File: config.mk
export PLATFORM = sky130hd
export DESIGN_NAME = source_tokenizer
export DESIGN_NICKNAME = d
export VERILOG_FILES = /design/src/hdl/stok_pkg.sv /design/src/hdl/source_tokenizer.sv
export SDC_FILE = /design/constraint.sdc
export NUM_CORES = 1
export LEC_CHECK = 0
export BUFFER_PORTS_ARGS = -buffer_cell sky130_fd_sc_hd__buf_2
export CAP_MARGIN = 20
export CORE_MARGIN = 3
export CORE_UTILIZATION = 55
export DETAILED_ROUTE_END_ITERATION = 8
export GPL_ROUTABILITY_DRIVEN = 0
export PLACE_DENSITY_LB_ADDON = 0.2
export SYNTH_ARGS = -nofsm -noshare
export SYNTH_HDL_FRONTEND = slang
export SYNTH_SLANG_ARGS = --single-unit
File: constraint.sdc
create_clock -name clock -period 8.18 [get_ports clock]
set_input_delay 0.818 -clock clock [delete_from_list [all_inputs] [get_ports clock]]
set_output_delay 0.818 -clock clock [all_outputs]
set_load 0.02 [all_outputs]
File: src/hdl/stok_pkg.sv
// stok_pkg: shared types, character codes, token kinds and keyword tables
// for the source tokenizer. No dependencies.
package stok_pkg;

   localparam int MAX_SOURCE_BYTES_DEF = 65536;
   localparam int KEYWORD_MAX_LEN_DEF  = 6;
   localparam int KEYWORD_COUNT        = 8;

   typedef enum logic [3:0] {
      MODE_IDLE   = 4'd0,
      MODE_LINE   = 4'd1,
      MODE_BLOCK  = 4'd2,
      MODE_IDENT  = 4'd3,
      MODE_CONST  = 4'd4,
      MODE_STRING = 4'd5,
      MODE_CH1    = 4'd6,
      MODE_CH2    = 4'd7,
      MODE_OP     = 4'd8
   } mode_type;

   // token kinds
   localparam logic [5:0] KIND_END     = 6'd0;
   localparam logic [5:0] KIND_LPAREN  = 6'd1;
   localparam logic [5:0] KIND_RPAREN  = 6'd2;
   localparam logic [5:0] KIND_LBRACE  = 6'd3;
   localparam logic [5:0] KIND_RBRACE  = 6'd4;
   localparam logic [5:0] KIND_STAR    = 6'd5;
   localparam logic [5:0] KIND_SLASH   = 6'd6;
   localparam logic [5:0] KIND_PERCENT = 6'd7;
   localparam logic [5:0] KIND_COMMA   = 6'd8;
   localparam logic [5:0] KIND_SEMI    = 6'd9;
   localparam logic [5:0] KIND_INC     = 6'd10;
   localparam logic [5:0] KIND_PLUS    = 6'd11;
   localparam logic [5:0] KIND_DEC     = 6'd12;
   localparam logic [5:0] KIND_MINUS   = 6'd13;
   localparam logic [5:0] KIND_LE      = 6'd14;
   localparam logic [5:0] KIND_LT      = 6'd15;
   localparam logic [5:0] KIND_GE      = 6'd16;
   localparam logic [5:0] KIND_GT      = 6'd17;
   localparam logic [5:0] KIND_EQ      = 6'd18;
   localparam logic [5:0] KIND_ASSIGN  = 6'd19;
   localparam logic [5:0] KIND_NE      = 6'd20;
   localparam logic [5:0] KIND_NOT     = 6'd21;
   localparam logic [5:0] KIND_AND     = 6'd22;
   localparam logic [5:0] KIND_OR      = 6'd23;
   localparam logic [5:0] KIND_STRLIT  = 6'd24;
   localparam logic [5:0] KIND_CHARLIT = 6'd25;
   localparam logic [5:0] KIND_CONST   = 6'd26;
   localparam logic [5:0] KIND_IDENT   = 6'd35;

   // error codes
   localparam logic [2:0] ERR_NONE     = 3'd0;
   localparam logic [2:0] ERR_COMMENT  = 3'd1;
   localparam logic [2:0] ERR_AMP      = 3'd2;
   localparam logic [2:0] ERR_BAR      = 3'd3;
   localparam logic [2:0] ERR_STRING   = 3'd4;
   localparam logic [2:0] ERR_CHARLIT  = 3'd5;
   localparam logic [2:0] ERR_BADCHAR  = 3'd6;

   // characters
   localparam logic [7:0] CH_NL     = 8'h0A;
   localparam logic [7:0] CH_SPACE  = 8'h20;
   localparam logic [7:0] CH_BANG   = 8'h21;
   localparam logic [7:0] CH_DQUOTE = 8'h22;
   localparam logic [7:0] CH_AMP    = 8'h26;
   localparam logic [7:0] CH_SQUOTE = 8'h27;
   localparam logic [7:0] CH_PLUS   = 8'h2B;
   localparam logic [7:0] CH_MINUS  = 8'h2D;
   localparam logic [7:0] CH_LT     = 8'h3C;
   localparam logic [7:0] CH_EQ     = 8'h3D;
   localparam logic [7:0] CH_GT     = 8'h3E;
   localparam logic [7:0] CH_BAR    = 8'h7C;

   // keyword text, first byte in the low bits, unused bytes zero
   localparam logic [47:0] KW_TEXT [KEYWORD_COUNT] = '{
      48'h0000_7261_6863,   // char
      48'h0000_6573_6C65,   // else
      48'h0000_0072_6F66,   // for
      48'h0000_0070_6F68,   // hop
      48'h0000_0000_6669,   // if
      48'h0000_0074_6E69,   // int
      48'h676E_6972_7473,   // string
      48'h0065_6C69_6877    // while
   };
   localparam logic [2:0] KW_LEN [KEYWORD_COUNT] = '{
      3'd4, 3'd4, 3'd3, 3'd3, 3'd2, 3'd3, 3'd6, 3'd5
   };
   localparam logic [5:0] KW_KIND [KEYWORD_COUNT] = '{
      6'd27, 6'd28, 6'd29, 6'd30, 6'd31, 6'd32, 6'd33, 6'd34
   };

   typedef struct packed {
      logic       valid;
      logic [5:0] kind;
      logic [15:0] start;
      logic [15:0] len;
      logic [2:0] err;
      logic       last;
   } rsp_type;

   // one-byte tokens that never wait for a following byte
   function automatic logic [5:0] char_kind(input logic [7:0] c);
      logic [5:0] k;
      k = KIND_END;
      case (c)
         8'h28: k = KIND_LPAREN;
         8'h29: k = KIND_RPAREN;
         8'h7B: k = KIND_LBRACE;
         8'h7D: k = KIND_RBRACE;
         8'h2A: k = KIND_STAR;
         8'h2F: k = KIND_SLASH;
         8'h25: k = KIND_PERCENT;
         8'h2C: k = KIND_COMMA;
         8'h3B: k = KIND_SEMI;
         8'h30: k = KIND_CONST;
         default: k = KIND_END;
      endcase
      return k;
   endfunction

   function automatic logic [5:0] single_op_kind(input logic [7:0] p);
      logic [5:0] k;
      case (p)
         CH_PLUS:  k = KIND_PLUS;
         CH_MINUS: k = KIND_MINUS;
         CH_LT:    k = KIND_LT;
         CH_GT:    k = KIND_GT;
         CH_EQ:    k = KIND_ASSIGN;
         default:  k = KIND_NOT;
      endcase
      return k;
   endfunction

   function automatic logic is_alpha(input logic [7:0] c);
      return (c >= 8'h41 && c <= 8'h5A) || (c >= 8'h61 && c <= 8'h7A) || c == 8'h5F;
   endfunction

   function automatic logic is_digit(input logic [7:0] c);
      return c >= 8'h30 && c <= 8'h39;
   endfunction

endpackage

File: src/hdl/source_tokenizer.sv
// source_tokenizer: streaming lexer, one source byte per request.
// Depends on stok_pkg.
//
// Usage
//  - req_* carries one source byte per request in req_tdata[7:0]; a request
//    with req_tlast high is the end of source and its byte is ignored.
//  - rsp_* carries tokens: kind on rsp_tuser, offset/length/error code on
//    rsp_tdata, and rsp_tlast on the final token caused by a request.
//  - A request may cause zero, one or two tokens (a token ends when the
//    byte after it arrives, so that byte can close one token and start or
//    emit another). End of source flushes the pending token, then gives the
//    end token (or an error) and returns the block to its reset state.
//  - After an error, bytes give no tokens until end of source, which gives
//    nothing and restarts the block.
// Timing
//  - The state update and token build sit between the request handshake and
//    a two-entry result buffer: tokens appear in the cycle after the request.
//  - One request per cycle while each request yields at most one token and
//    the receiver keeps up; after a request yielding two tokens, the next
//    request waits while the single rsp port drains the two-entry buffer.
//  - When the receiver stalls, req_tready drops once a token is waiting.
// Reset: synchronous, active high; clears scanner state and the buffer.
module source_tokenizer
   import stok_pkg::*;
#(
   parameter int MAX_SOURCE_BYTES = MAX_SOURCE_BYTES_DEF,
   parameter int KEYWORD_MAX_LEN  = KEYWORD_MAX_LEN_DEF
) (
   input  logic        clock,
   input  logic        reset,
   input  logic        req_tvalid,
   output logic        req_tready,
   input  logic [7:0]  req_tdata,   // [7:0] char_byte
   input  logic        req_tlast,   // end_of_source
   output logic        rsp_tvalid,
   input  logic        rsp_tready,
   output logic [39:0] rsp_tdata,   // [15:0] start_offset, [31:16] token_length,
                                    // [34:32] error_code, [39:35] zero
   output logic [5:0]  rsp_tuser,   // [5:0] token_kind
   output logic        rsp_tlast    // last_of_run
);

   localparam logic [15:0] OFFSET_CAP =
      (MAX_SOURCE_BYTES - 1 < 65535) ? 16'(MAX_SOURCE_BYTES - 1) : 16'hFFFF;

   // scanner state
   mode_type    mode_ff, mode_in;
   logic [15:0] off_ff, off_in;
   logic [15:0] tstart_ff, tstart_in;
   logic [7:0]  pend_ff, pend_in;
   logic [7:0]  kb_ff [KEYWORD_MAX_LEN];
   logic [7:0]  kb_in [KEYWORD_MAX_LEN];
   logic [15:0] len_ff, len_in;
   logic        dash_ff, dash_in;
   logic        halt_ff, halt_in;

   // result buffer, slot 0 is the head
   rsp_type     slot_ff [2];
   rsp_type     slot_in [2];
   logic [1:0]  cnt_ff, cnt_in;

   rsp_type     r0, r1, sfi_res, ident_res;
   logic        take_sfi;
   logic [7:0]  c;
   logic [5:0]  kw_kind, sk;
   logic [15:0] len_inc;
   logic        acc, pop, kw_hit;

   assign c       = req_tdata;
   assign acc     = req_tvalid && req_tready;
   assign pop     = rsp_tvalid && rsp_tready;
   assign len_inc = (len_ff == 16'hFFFF) ? len_ff : len_ff + 16'd1;
   assign sk      = char_kind(c);

   assign req_tready = (cnt_ff == 2'd0) || (cnt_ff == 2'd1 && rsp_tready);
   assign rsp_tvalid = cnt_ff != 2'd0;
   assign rsp_tuser  = slot_ff[0].kind;
   assign rsp_tdata  = {5'd0, slot_ff[0].err, slot_ff[0].len, slot_ff[0].start};
   assign rsp_tlast  = slot_ff[0].last;

   // keyword match over the buffered head of the identifier
   always_comb begin
      kw_kind = KIND_IDENT;
      kw_hit  = 1'b0;
      for (int i = KEYWORD_COUNT - 1; i >= 0; i--) begin
         kw_hit = (len_ff == 16'(KW_LEN[i]));
         for (int j = 0; j < 6; j++) begin
            if (j < int'(KW_LEN[i]) && j < KEYWORD_MAX_LEN &&
                kb_ff[j] != KW_TEXT[i][8*j +: 8]) begin
               kw_hit = 1'b0;
            end
         end
         if (kw_hit) begin
            kw_kind = KW_KIND[i];
         end
      end
   end

   always_comb begin
      ident_res = '{valid: 1'b1, kind: kw_kind, start: tstart_ff, len: len_ff,
                    err: ERR_NONE, last: 1'b0};
   end

   // next state and results for the accepted request
   always_comb begin
      mode_in   = mode_ff;
      off_in    = off_ff;
      tstart_in = tstart_ff;
      pend_in   = pend_ff;
      kb_in     = kb_ff;
      len_in    = len_ff;
      dash_in   = dash_ff;
      halt_in   = halt_ff;
      r0        = '0;
      r1        = '0;
      take_sfi  = 1'b0;
      sfi_res   = '0;

      if (req_tlast) begin
         if (!halt_ff) begin
            unique case (mode_ff) inside
               MODE_IDENT: r0 = ident_res;
               MODE_CONST: r0 = '{1'b1, KIND_CONST, tstart_ff, len_ff, ERR_NONE, 1'b0};
               MODE_OP: begin
                  if (pend_ff == CH_AMP) begin
                     r0 = '{1'b1, KIND_END, tstart_ff, 16'd0, ERR_AMP, 1'b0};
                  end else if (pend_ff == CH_BAR) begin
                     r0 = '{1'b1, KIND_END, tstart_ff, 16'd0, ERR_BAR, 1'b0};
                  end else begin
                     r0 = '{1'b1, single_op_kind(pend_ff), tstart_ff, 16'd1,
                            ERR_NONE, 1'b0};
                  end
               end
               MODE_BLOCK:  r0 = '{1'b1, KIND_END, tstart_ff, 16'd0, ERR_COMMENT, 1'b0};
               MODE_STRING: r0 = '{1'b1, KIND_END, tstart_ff, 16'd0, ERR_STRING, 1'b0};
               MODE_CH1, MODE_CH2:
                  r0 = '{1'b1, KIND_END, tstart_ff, 16'd0, ERR_CHARLIT, 1'b0};
               default: r0 = '0;
            endcase
            // end token unless the flush itself was an error
            if (!(r0.valid && r0.err != ERR_NONE)) begin
               if (r0.valid) begin
                  r1 = '{1'b1, KIND_END, off_ff, 16'd0, ERR_NONE, 1'b0};
               end else begin
                  r0 = '{1'b1, KIND_END, off_ff, 16'd0, ERR_NONE, 1'b0};
               end
            end
         end
         mode_in   = MODE_IDLE;
         off_in    = '0;
         tstart_in = '0;
         pend_in   = '0;
         for (int j = 0; j < KEYWORD_MAX_LEN; j++) kb_in[j] = '0;
         len_in    = '0;
         dash_in   = 1'b0;
         halt_in   = 1'b0;
      end else begin
         if (!halt_ff) begin
            unique case (mode_ff)
               MODE_LINE: begin
                  if (c == CH_NL) mode_in = MODE_IDLE;
               end
               MODE_BLOCK: begin
                  if (dash_ff && c == CH_BANG) begin
                     dash_in = 1'b0;
                     mode_in = MODE_IDLE;
                  end else begin
                     dash_in = (c == CH_MINUS);
                  end
               end
               MODE_IDENT: begin
                  if (is_alpha(c) || is_digit(c)) begin
                     for (int j = 0; j < KEYWORD_MAX_LEN; j++) begin
                        if (len_ff == 16'(j)) kb_in[j] = c;
                     end
                     len_in = len_inc;
                  end else begin
                     r0       = ident_res;
                     mode_in  = MODE_IDLE;
                     take_sfi = 1'b1;
                  end
               end
               MODE_CONST: begin
                  if (is_digit(c)) begin
                     len_in = len_inc;
                  end else begin
                     r0       = '{1'b1, KIND_CONST, tstart_ff, len_ff, ERR_NONE, 1'b0};
                     mode_in  = MODE_IDLE;
                     take_sfi = 1'b1;
                  end
               end
               MODE_STRING: begin
                  len_in = len_inc;
                  if (c == CH_DQUOTE) begin
                     r0      = '{1'b1, KIND_STRLIT, tstart_ff, len_inc, ERR_NONE, 1'b0};
                     mode_in = MODE_IDLE;
                  end
               end
               MODE_CH1: begin
                  pend_in = c;
                  mode_in = MODE_CH2;
               end
               MODE_CH2: begin
                  mode_in = MODE_IDLE;
                  if (c == CH_SQUOTE) begin
                     r0 = '{1'b1, KIND_CHARLIT, tstart_ff, 16'd3, ERR_NONE, 1'b0};
                  end else begin
                     r0      = '{1'b1, KIND_END, tstart_ff, 16'd0, ERR_CHARLIT, 1'b0};
                     halt_in = 1'b1;
                  end
               end
               MODE_OP: begin
                  mode_in = MODE_IDLE;
                  if (pend_ff == CH_AMP || pend_ff == CH_BAR) begin
                     if (c == pend_ff) begin
                        r0 = '{1'b1, (pend_ff == CH_AMP) ? KIND_AND : KIND_OR,
                               tstart_ff, 16'd2, ERR_NONE, 1'b0};
                     end else begin
                        r0 = '{1'b1, KIND_END, tstart_ff, 16'd0,
                               (pend_ff == CH_AMP) ? ERR_AMP : ERR_BAR, 1'b0};
                        halt_in = 1'b1;
                     end
                  end else if (pend_ff == CH_BANG && c == CH_BANG) begin
                     mode_in = MODE_LINE;
                  end else if (pend_ff == CH_BANG && c == CH_MINUS) begin
                     dash_in = 1'b0;
                     mode_in = MODE_BLOCK;
                  end else if (pend_ff == CH_PLUS && c == CH_PLUS) begin
                     r0 = '{1'b1, KIND_INC, tstart_ff, 16'd2, ERR_NONE, 1'b0};
                  end else if (pend_ff == CH_MINUS && c == CH_MINUS) begin
                     r0 = '{1'b1, KIND_DEC, tstart_ff, 16'd2, ERR_NONE, 1'b0};
                  end else if (c == CH_EQ && pend_ff == CH_LT) begin
                     r0 = '{1'b1, KIND_LE, tstart_ff, 16'd2, ERR_NONE, 1'b0};
                  end else if (c == CH_EQ && pend_ff == CH_GT) begin
                     r0 = '{1'b1, KIND_GE, tstart_ff, 16'd2, ERR_NONE, 1'b0};
                  end else if (c == CH_EQ && pend_ff == CH_EQ) begin
                     r0 = '{1'b1, KIND_EQ, tstart_ff, 16'd2, ERR_NONE, 1'b0};
                  end else if (c == CH_EQ && pend_ff == CH_BANG) begin
                     r0 = '{1'b1, KIND_NE, tstart_ff, 16'd2, ERR_NONE, 1'b0};
                  end else begin
                     r0 = '{1'b1, single_op_kind(pend_ff), tstart_ff, 16'd1,
                            ERR_NONE, 1'b0};
                     take_sfi = 1'b1;
                  end
               end
               default: begin
                  mode_in  = MODE_IDLE;
                  take_sfi = 1'b1;
               end
            endcase

            // byte seen from the idle state
            if (take_sfi) begin
               if (sk != KIND_END) begin
                  sfi_res = '{1'b1, sk, off_ff, 16'd1, ERR_NONE, 1'b0};
               end else if (!(c == CH_SPACE || (c >= 8'd9 && c <= 8'd13))) begin
                  tstart_in = off_ff;
                  if (c == CH_PLUS || c == CH_MINUS || c == CH_LT || c == CH_GT ||
                      c == CH_EQ || c == CH_BANG || c == CH_AMP || c == CH_BAR) begin
                     pend_in = c;
                     mode_in = MODE_OP;
                  end else if (c == CH_DQUOTE) begin
                     len_in  = 16'd1;
                     mode_in = MODE_STRING;
                  end else if (c == CH_SQUOTE) begin
                     mode_in = MODE_CH1;
                  end else if (is_digit(c)) begin
                     len_in  = 16'd1;
                     mode_in = MODE_CONST;
                  end else if (is_alpha(c)) begin
                     for (int j = 0; j < KEYWORD_MAX_LEN; j++) kb_in[j] = '0;
                     kb_in[0] = c;
                     len_in   = 16'd1;
                     mode_in  = MODE_IDENT;
                  end else begin
                     sfi_res = '{1'b1, KIND_END, off_ff, 16'd0, ERR_BADCHAR, 1'b0};
                     halt_in = 1'b1;
                     mode_in = MODE_IDLE;
                  end
               end
               if (r0.valid) r1 = sfi_res;
               else          r0 = sfi_res;
            end
         end
         if (off_ff < OFFSET_CAP) off_in = off_ff + 16'd1;
      end

      r0.last = r0.valid && !r1.valid;
      r1.last = r1.valid;
   end

   // result buffer: accept only when it drains to empty this cycle
   always_comb begin
      slot_in = slot_ff;
      cnt_in  = cnt_ff;
      if (pop) begin
         slot_in[0] = slot_ff[1];
         cnt_in     = cnt_ff - 2'd1;
      end
      if (acc) begin
         slot_in[0] = r0;
         slot_in[1] = r1;
         cnt_in     = {1'b0, r0.valid} + {1'b0, r1.valid};
      end
   end

   always_ff @(posedge clock) begin
      if (reset) begin
         mode_ff   <= MODE_IDLE;
         off_ff    <= '0;
         tstart_ff <= '0;
         pend_ff   <= '0;
         for (int j = 0; j < KEYWORD_MAX_LEN; j++) kb_ff[j] <= '0;
         len_ff    <= '0;
         dash_ff   <= 1'b0;
         halt_ff   <= 1'b0;
         cnt_ff    <= '0;
      end else begin
         if (acc) begin
            mode_ff   <= mode_in;
            off_ff    <= off_in;
            tstart_ff <= tstart_in;
            pend_ff   <= pend_in;
            kb_ff     <= kb_in;
            len_ff    <= len_in;
            dash_ff   <= dash_in;
            halt_ff   <= halt_in;
         end
         cnt_ff <= cnt_in;
      end
   end

   always_ff @(posedge clock) begin
      slot_ff <= slot_in;
   end

   // checks
   a_cnt_range: assert property (@(posedge clock) disable iff (reset)
      cnt_ff != 2'd3) else $error("result buffer overfilled");

   a_head_not_last: assert property (@(posedge clock) disable iff (reset)
      cnt_ff == 2'd2 |-> !slot_ff[0].last && slot_ff[1].last)
      else $error("two buffered tokens with wrong last flags");

   a_halt_idle: assert property (@(posedge clock) disable iff (reset)
      halt_ff |-> mode_ff == MODE_IDLE) else $error("halted while scanning");

   a_eos_restart: assert property (@(posedge clock) disable iff (reset)
      acc && req_tlast |=> !halt_ff && mode_ff == MODE_IDLE && off_ff == 16'd0)
      else $error("end of source did not restart scanner");

   a_error_single: assert property (@(posedge clock) disable iff (reset)
      rsp_tvalid && slot_ff[0].err != ERR_NONE |-> slot_ff[0].last)
      else $error("error token not last of its run");

endmodule

==> results.md, run 1 <==
- MaxCap Viol Count: 0
- Starting Density: 56.4%
- Via count: between 9000 and 10000
- Clock latency at the later pin of the worst-skew pair: 0.44 ns
- Largest net degree at the start of global routing: 47
- Reg clk slew, reported paths: 0.08 ns
- Sw frac: between 30% and 40%
- CP max-delay cell: a31oi_2
- Detailed placer's ending HPWL: 20000 um
- CTS tree: yes
- Net switching power: 761 uW
- Total power: roughly 2.3 mW
- CTS Buffer Depth: 2
- Kind of critical path: in2reg
- Worst path buffer plus inverter count: 2
- RSZ-0062 raised after global routing: no
- Slew Limit Fails: 0
- Root Buffer: clkbuf_16
- Die area: 21000 um2
- Cts bufs inserted: 17
- Total track usage: 26.8%
- Yosys warning count: 0
- Worst-path fanout max: 38
- Hold-critical path depth: 2
- WL final: 29200 um
- Clk_skew: approximately 0.014 ns
- Share of cells above drive strength 1: 12.8%
- H-tree lvl count: 4
- Area growth, synth to finish: 6.00%
- DIE HEIGHT: 145 um
- Via density: 6.49
- Post-DR wirelength/cell: 20.5 um
- Ant. Diodes: 0
- EDFF count, synth: 66
- Share of async-settable or async-resettable flops after synthesis: 0%
- Most area-consuming cells after synthesis: dfxtp_1, edfxtp_1, nor2_1
- Synth Area per Inst: approximately 9 um2
- Pint: 1.56 mW
- Pwr Density: 206 nW/um2
- Min Clock Period, post-route: between 3 and 4 ns
- Initial DRC Count: 1084
- Highest clock rate: 273 MHz
- CTS resizes: 0
- First-pass GRT wire length: 45800 um
- Final hold violation count: 0
- Clk sinks: 178
- CP arrival: 4.05 ns
- Mapped Cells: ~1200
- Static leakage: 3.94 nW
- Total gr overflow: 0
- Hold Path Class: reg2reg
- Post-synth top flop: dfxtp_1
- Slew @ Worst Pin: 1.00 ns
- Io pins: 62
- Final nets: 1176
- Peak VDD IR: approximately 0.16 mV
- Detailed Routing Iterations Pass 1: 6
- Post-CTS Setup Bufs: 0
- Logic pwr share: roughly 20%
- Post-route ant nets: 0
- Nature of the critical path endpoint: flop
- Req. time, crit path: between 8 and 9 ns
- Crit path cell chain: buf_2 -> or4_1 -> nor2_1 -> nor2_1 -> buf_4 -> a31oi_2 -> a22o_1
- Synth cell types: 98
- Initial antenna violation count: 0
- Core ar.: 18800 um2
- Register share of total power: 44.8%
- TNS Setup: 0 ns
- Die width: approximately 140 um
- R2R depth: 9
- Mapped Area: 10600 um2
- CP Launch Type: input pin
- Sequential fraction of the synthesis area: between 30% and 40%
- Yosys top cell area share: between 20% and 30%
- Flip-flop and latch count after synthesis: 178
- Row cnt: 50
- Clock power share: 34.9%
- Hold bufs inserted after CTS: 0
- Residual DRC: 0
- Synth area leader: dfxtp_1
- Crit share post-route: 44.8%
- Max_slew headroom: 32.9%
- Worst path depth: 7
- Port Buffers: 56
- Cell mode on critical path: nor2_1
- Worst path top cell family by delay: simple AND/OR/NAND/NOR gates
- Crit path largest cell delay: 0.79 ns
- Status: completed
- Final setup viols: 0
- Vias in the first global route: slightly above 8000
-- final timing paths --
kind                            startpoint            to  slack, ns
worst min-delay path             kb_ff[22]     kb_ff[22]       0.45
worst min register to register   kb_ff[22]     kb_ff[22]       0.45
worst max-delay path             req_tlast  tstart_ff[6]       4.52
worst max register to register  mode_ff[2]     cnt_ff[0]       4.65
-- metrics by stage --
stage | cell area, um2 | util [%] | hold slack [ns] | std cells | setup WS, ns
2_1_floorplan | 10600 | - | 0.424 | 1189 | 4.74
3_3_place_gp | 10600 | 56.5 | 0.434 | 1393 | 4.25
3_5_place_dp | 10600 | 56.5 | 0.444 | 1393 | 4.21
4_1_cts | 11200 | 59.6 | 0.454 | 1425 | 4.66
5_1_grt | 11300 | 59.7 | 0.482 | 1427 | 4.44
6_report | 11300 | 59.7 | 0.450 | 1427 | 4.52
-- metal layers --
| layer | vias to the layer above | track usage [%] | routed length, um |
|---|---|---|---|
| li1 | 4345 | - | - |
| met1 | 4348 | 38.0 | 12700 |
| met5 | - | 0 | 0 |
| met4 | 0 | 11.6 | 1210 |
| met3 | 92 | 5.84 | 2590 |
| met2 | 483 | 39.6 | 12700 |
-- worst min-delay path, cell delays in order, from the launching register on --
cell and delay (ns):
dfxtp_1 0.31, inv_1 0.04, o22ai_1 0.05
-- cells in the mapped netlist (8+ instances only) --
cell and n:
and3b_1 8, clkbuf_1 50, or3_1 13, a21oi_1 63, o21a_1 24, nor4_1 18, nand4_1 26, o2bb2ai_1 8
nand2b_1 8, inv_1 39, ha_1 9, buf_4 49, buf_2 18, a21o_1 9, xor2_1 21, a221o_1 18
o22ai_1 25, mux2i_1 19, nor4b_1 8, and3_1 20, nor2b_2 8, a22o_1 39, o21ai_0 34, nand3_1 43
nor3b_1 9, dfxtp_1 112, nor2b_1 21, nor2_1 103, and2_1 8, a211oi_1 8, nand2_1 87, edfxtp_1 66
nor3_1 26, nand3b_1 9, nor4bb_1 10
-- state kept, by name, summed over array words and instances (netlist names), 2 cells and up --
name       cells
tstart_ff     16
cnt_ff         2
mode_ff        4
pend_ff        8
rsp_tuser      6
rsp_tdata     35
off_ff        16
len_ff        16
slot_ff       24
kb_ff         48
-- placed cells by master (no fill, tap or decap), types with 19 or more instances in the layout --
| cell | instances |
|---|---|
| dfxtp_1 | 112 |
| o21ai_0 | 34 |
| nor2_1 | 103 |
| o21a_1 | 24 |
| a22o_1 | 39 |
| buf_2 | 57 |
| and3_1 | 20 |
| a21oi_1 | 63 |
| nor2b_1 | 21 |
| nand4_1 | 26 |
| nand3_1 | 43 |
| nor3_1 | 26 |
| xor2_1 | 21 |
| edfxtp_1 | 66 |
| inv_1 | 39 |
| nand2_1 | 87 |
| mux2i_1 | 19 |
| o22ai_1 | 25 |
-- final cells by class --
| class | instances | area [um2] |
|---|---|---|
| tap | 260 | 325 |
| clock buffer | 17 | 425 |
| multi-input combinational | 847 | 5560 |
| fill | 1653 | 7580 |
| sequential | 178 | 4220 |
| timing repair buffer | 70 | 403 |
| inverter | 40 | 150 |
| clock inverter | 15 | 163 |
-- kinds of logic (layout without fill, tap and decap cells) --
kind of cell               count (synthesis)  after routing  synth area share, %
other                                      1              5               0.0353
muxes                                     20             20                 1.90
and+or+nand+nor                          472            472                 25.0
adders and majority gates                  9              9                 1.06
DFF                                      178            178                 39.8
buffers and inverters                    164            142                 7.96
AOI/OAI and AO/OA                        315            315                 22.1
xor gates and xnor gates                  26             26                 2.15
-- power by group through the flow --
stage,clock network (mW),registers [mW],logic (mW)
after floorplan,0,1.06,0.380
after global placement,0,1.06,0.453
after detailed placement,0,1.06,0.455
after CTS,0.824,1.04,0.456
after global routing,0.853,1.05,0.498
final,0.811,1.04,0.470
Power figures use the tool's default switching activity.
==> inputs of run 2 (changes only) <==
==> constraint.sdc (replaced) <==
create_clock -name clock -period 3.55 [get_ports clock]
set_input_delay 0.355 -clock clock [delete_from_list [all_inputs] [get_ports clock]]
set_output_delay 0.355 -clock clock [all_outputs]
set_load 0.02 [all_outputs]
==> run 2 against run 1 <==
Global-route usage is 0.70 points higher. Cell area is 2.7% higher. Sequential share of layout area is 0.99 points lower. Die area stayed put. Highest routed layer unchanged. Critical endpoint is now rsp_tdata[12]. Sequential cell count stayed put. Clock power grew to 2.6 times the previous value. Cell count is 2.1% higher.
==> results.md, run 2 (synthesis gave the netlist of run 1 again) <==
- Status: completed
- Met3 Wirelength: 2190 um (-15%)
- Clk_skew: 0.0101 ns (-0.00369 ns)
- Die width: 145 um (unchanged)
- Post-DR wirelength/cell: 20.5 um (+0.17%)
- Hold path start: req_tdata[3]
- Vias in the first global route: 8481 (+4.1%)
- Core ar.: 18800 um2 (unchanged)
- First-pass GRT wire length: 47100 um (+2.8%)
- Initial DRC Count: 1193 (+10%)
- CTS tree: yes
- Req. time, crit path: 3.86 ns (-4.70 ns)
- Post-route ant nets: 0 (unchanged)
- Worst-path fanout max: 16 (-58%)
- Clk sinks: 178 (unchanged)
- TNS Setup: 0 ns (unchanged)
- Area growth, synth to finish: 8.88%
- RSZ-0062 raised after global routing: no
- Io pins: 62 (unchanged)
- Share of cells above drive strength 1: 15.0% (+2.2 points)
- Clock latency at the later pin of the worst-skew pair: 0.44 ns (about the same)
- Met1 WL: 13100 um (+3.0%)
- Via density: 6.43 (-0.98%)
- CP arrival: 3.58 ns (-0.47 ns)
- Starting Density: 56.4% (unchanged)
- Pwr Density: 486 nW/um2 (+140%)
- Final setup viols: 0 (unchanged)
- Crit path largest cell delay: 0.95 ns (+0.16 ns)
- Detailed placer's ending HPWL: 20800 um (+4.3%)
- Detailed Routing Iterations Pass 1: 6 (unchanged)
- Slew @ Worst Pin: 1.08 ns (+0.0790 ns)
- Total track usage: 27.5% (+0.70 points)
- WL final: 29900 um (+2.3%)
- Initial antenna violation count: 0 (unchanged)
- Hold Path Class: in2reg
- CTS resizes: 0 (unchanged)
- Via count: 9370 (+1.1%)
- Residual DRC: 0 (unchanged)
- Post-CTS Setup Bufs: 0 (unchanged)
- Die area: 21000 um2 (unchanged)
- Kind of critical path: reg2reg
- Min Clock Period, post-route: 3.27 ns
- Highest clock rate: 306 MHz
- Most common cell after layout, fill and taps aside: dfxtp_1
- Hold bufs inserted after CTS: 0 (unchanged)
- Reg with most FFs: kb_ff
- Slew Limit Fails: 0 (unchanged)
- Final setup margin: 0.278 ns (-4.24 ns)
- DIE HEIGHT: 145 um (unchanged)
- Crit share post-route: just over 90%
- Reg clk slew, reported paths: 0.07 ns (about the same)
- Final nets: 1206 (+2.6%)
- MaxCap Viol Count: 0 (unchanged)
- CP max-delay cell: nor4_4
- Most frequent cells in the layout: dfxtp_1, nor2_1, nand2_1
- Static leakage: 4.12 nW (+4.7%)
- Met2 WL: 13600 um (+7.4%)
- Nature of the critical path endpoint: flop
- Worst reg2reg path startpoint: pend_ff[5]
- Critical path origin: pend_ff[5]
- Ant. Diodes: 0 (unchanged)
- Final hold violation count: 0 (unchanged)
- Max_slew headroom: 27.3% (-5.6 points)
- Crit path cell chain: nor3b_1 -> nand4_1 -> o21ai_0 -> nand4_2 -> nor4_4 -> a221o_1
- Total gr overflow: 0 (unchanged)
- Root Buffer: clkbuf_16
- Peak VDD IR: 0.409 mV (+160%)
- CTS Buffer Depth: 2 (unchanged)
- Pre-CTS setup slack: 0.172 ns (-4.03 ns)
- Largest net degree at the start of global routing: 47 (unchanged)
- CP Launch Type: flop
- H-tree lvl count: 4 (unchanged)
- Port Buffers: 56 (unchanged)
- Top layer in use: met4
- Row cnt: 50 (unchanged)
- Max reg flops: 48 (unchanged)
- Cts bufs inserted: 17 (unchanged)
-- run 2: cell count changes in the layout (fill, tap and decap cells not counted) --
cell and delta:
clkinv_4 +2, inv_6 -2, clkinv_2 -2, buf_2 -1
clkinvlp_4 -1, buf_12 +2, buf_16 -1, buf_4 +30
bufinv_16 +3
-- run 2: where the power goes --
group / total [mW] / internal [mW] / switching [mW]
combinational: 1.14 / 0.340 / 0.795
clock: 2.09 / 1.16 / 0.928
sequential: 2.40 / 2.34 / 0.0608
-- run 2: final timing paths --
kind | end | slack [ns] | cells after the start
worst max register to register | rsp_tdata[12] | 0.28 | 6
worst max-delay path | rsp_tdata[12] | 0.28 | 6
worst min register to register | kb_ff[21] | 0.45 | 2
worst min-delay path | kb_ff[11] | 0.28 | 2
-- run 2: critical path: cells and delay by family, from the launching register on --
family	cells	cell delay, ns
AND/OR/NAND/NOR	4	2.00
AO/OA/AOI/OAI	2	0.70
flip-flops	1	0.45
-- run 2: routing by layer --
layer	up-vias	global-route usage [%]
met5	-	0
met1	4455	37.8
met2	451	42.7
met4	0	11.9
li1	4397	-
met3	67	5.28
-- run 2: final cells by class --
cell class,instances,area [um2]
well taps,260,325
multi-input cells,847,5560
fillers,1623,7270
inverters,40,150
clock buffers,17,425
clock inverters,15,235
repair buffers,100,636
flip-flops and latches,178,4220
-- run 2: stage by stage --
stage / hold WS, ns / cells / power (mW) / util [%] / area [um2]
CTS: 0.256 / 1456 / 5.62 / 61.3 / 11500
global placement: 0.437 / 1424 / 3.54 / 57.8 / 10900
finish: 0.281 / 1457 / 5.62 / 61.4 / 11600
global route: 0.275 / 1457 / 5.80 / 61.4 / 11600
detailed placement: 0.442 / 1424 / 3.55 / 57.8 / 10900
floorplan: 0.424 / 1189 / 3.31 / - / 10600
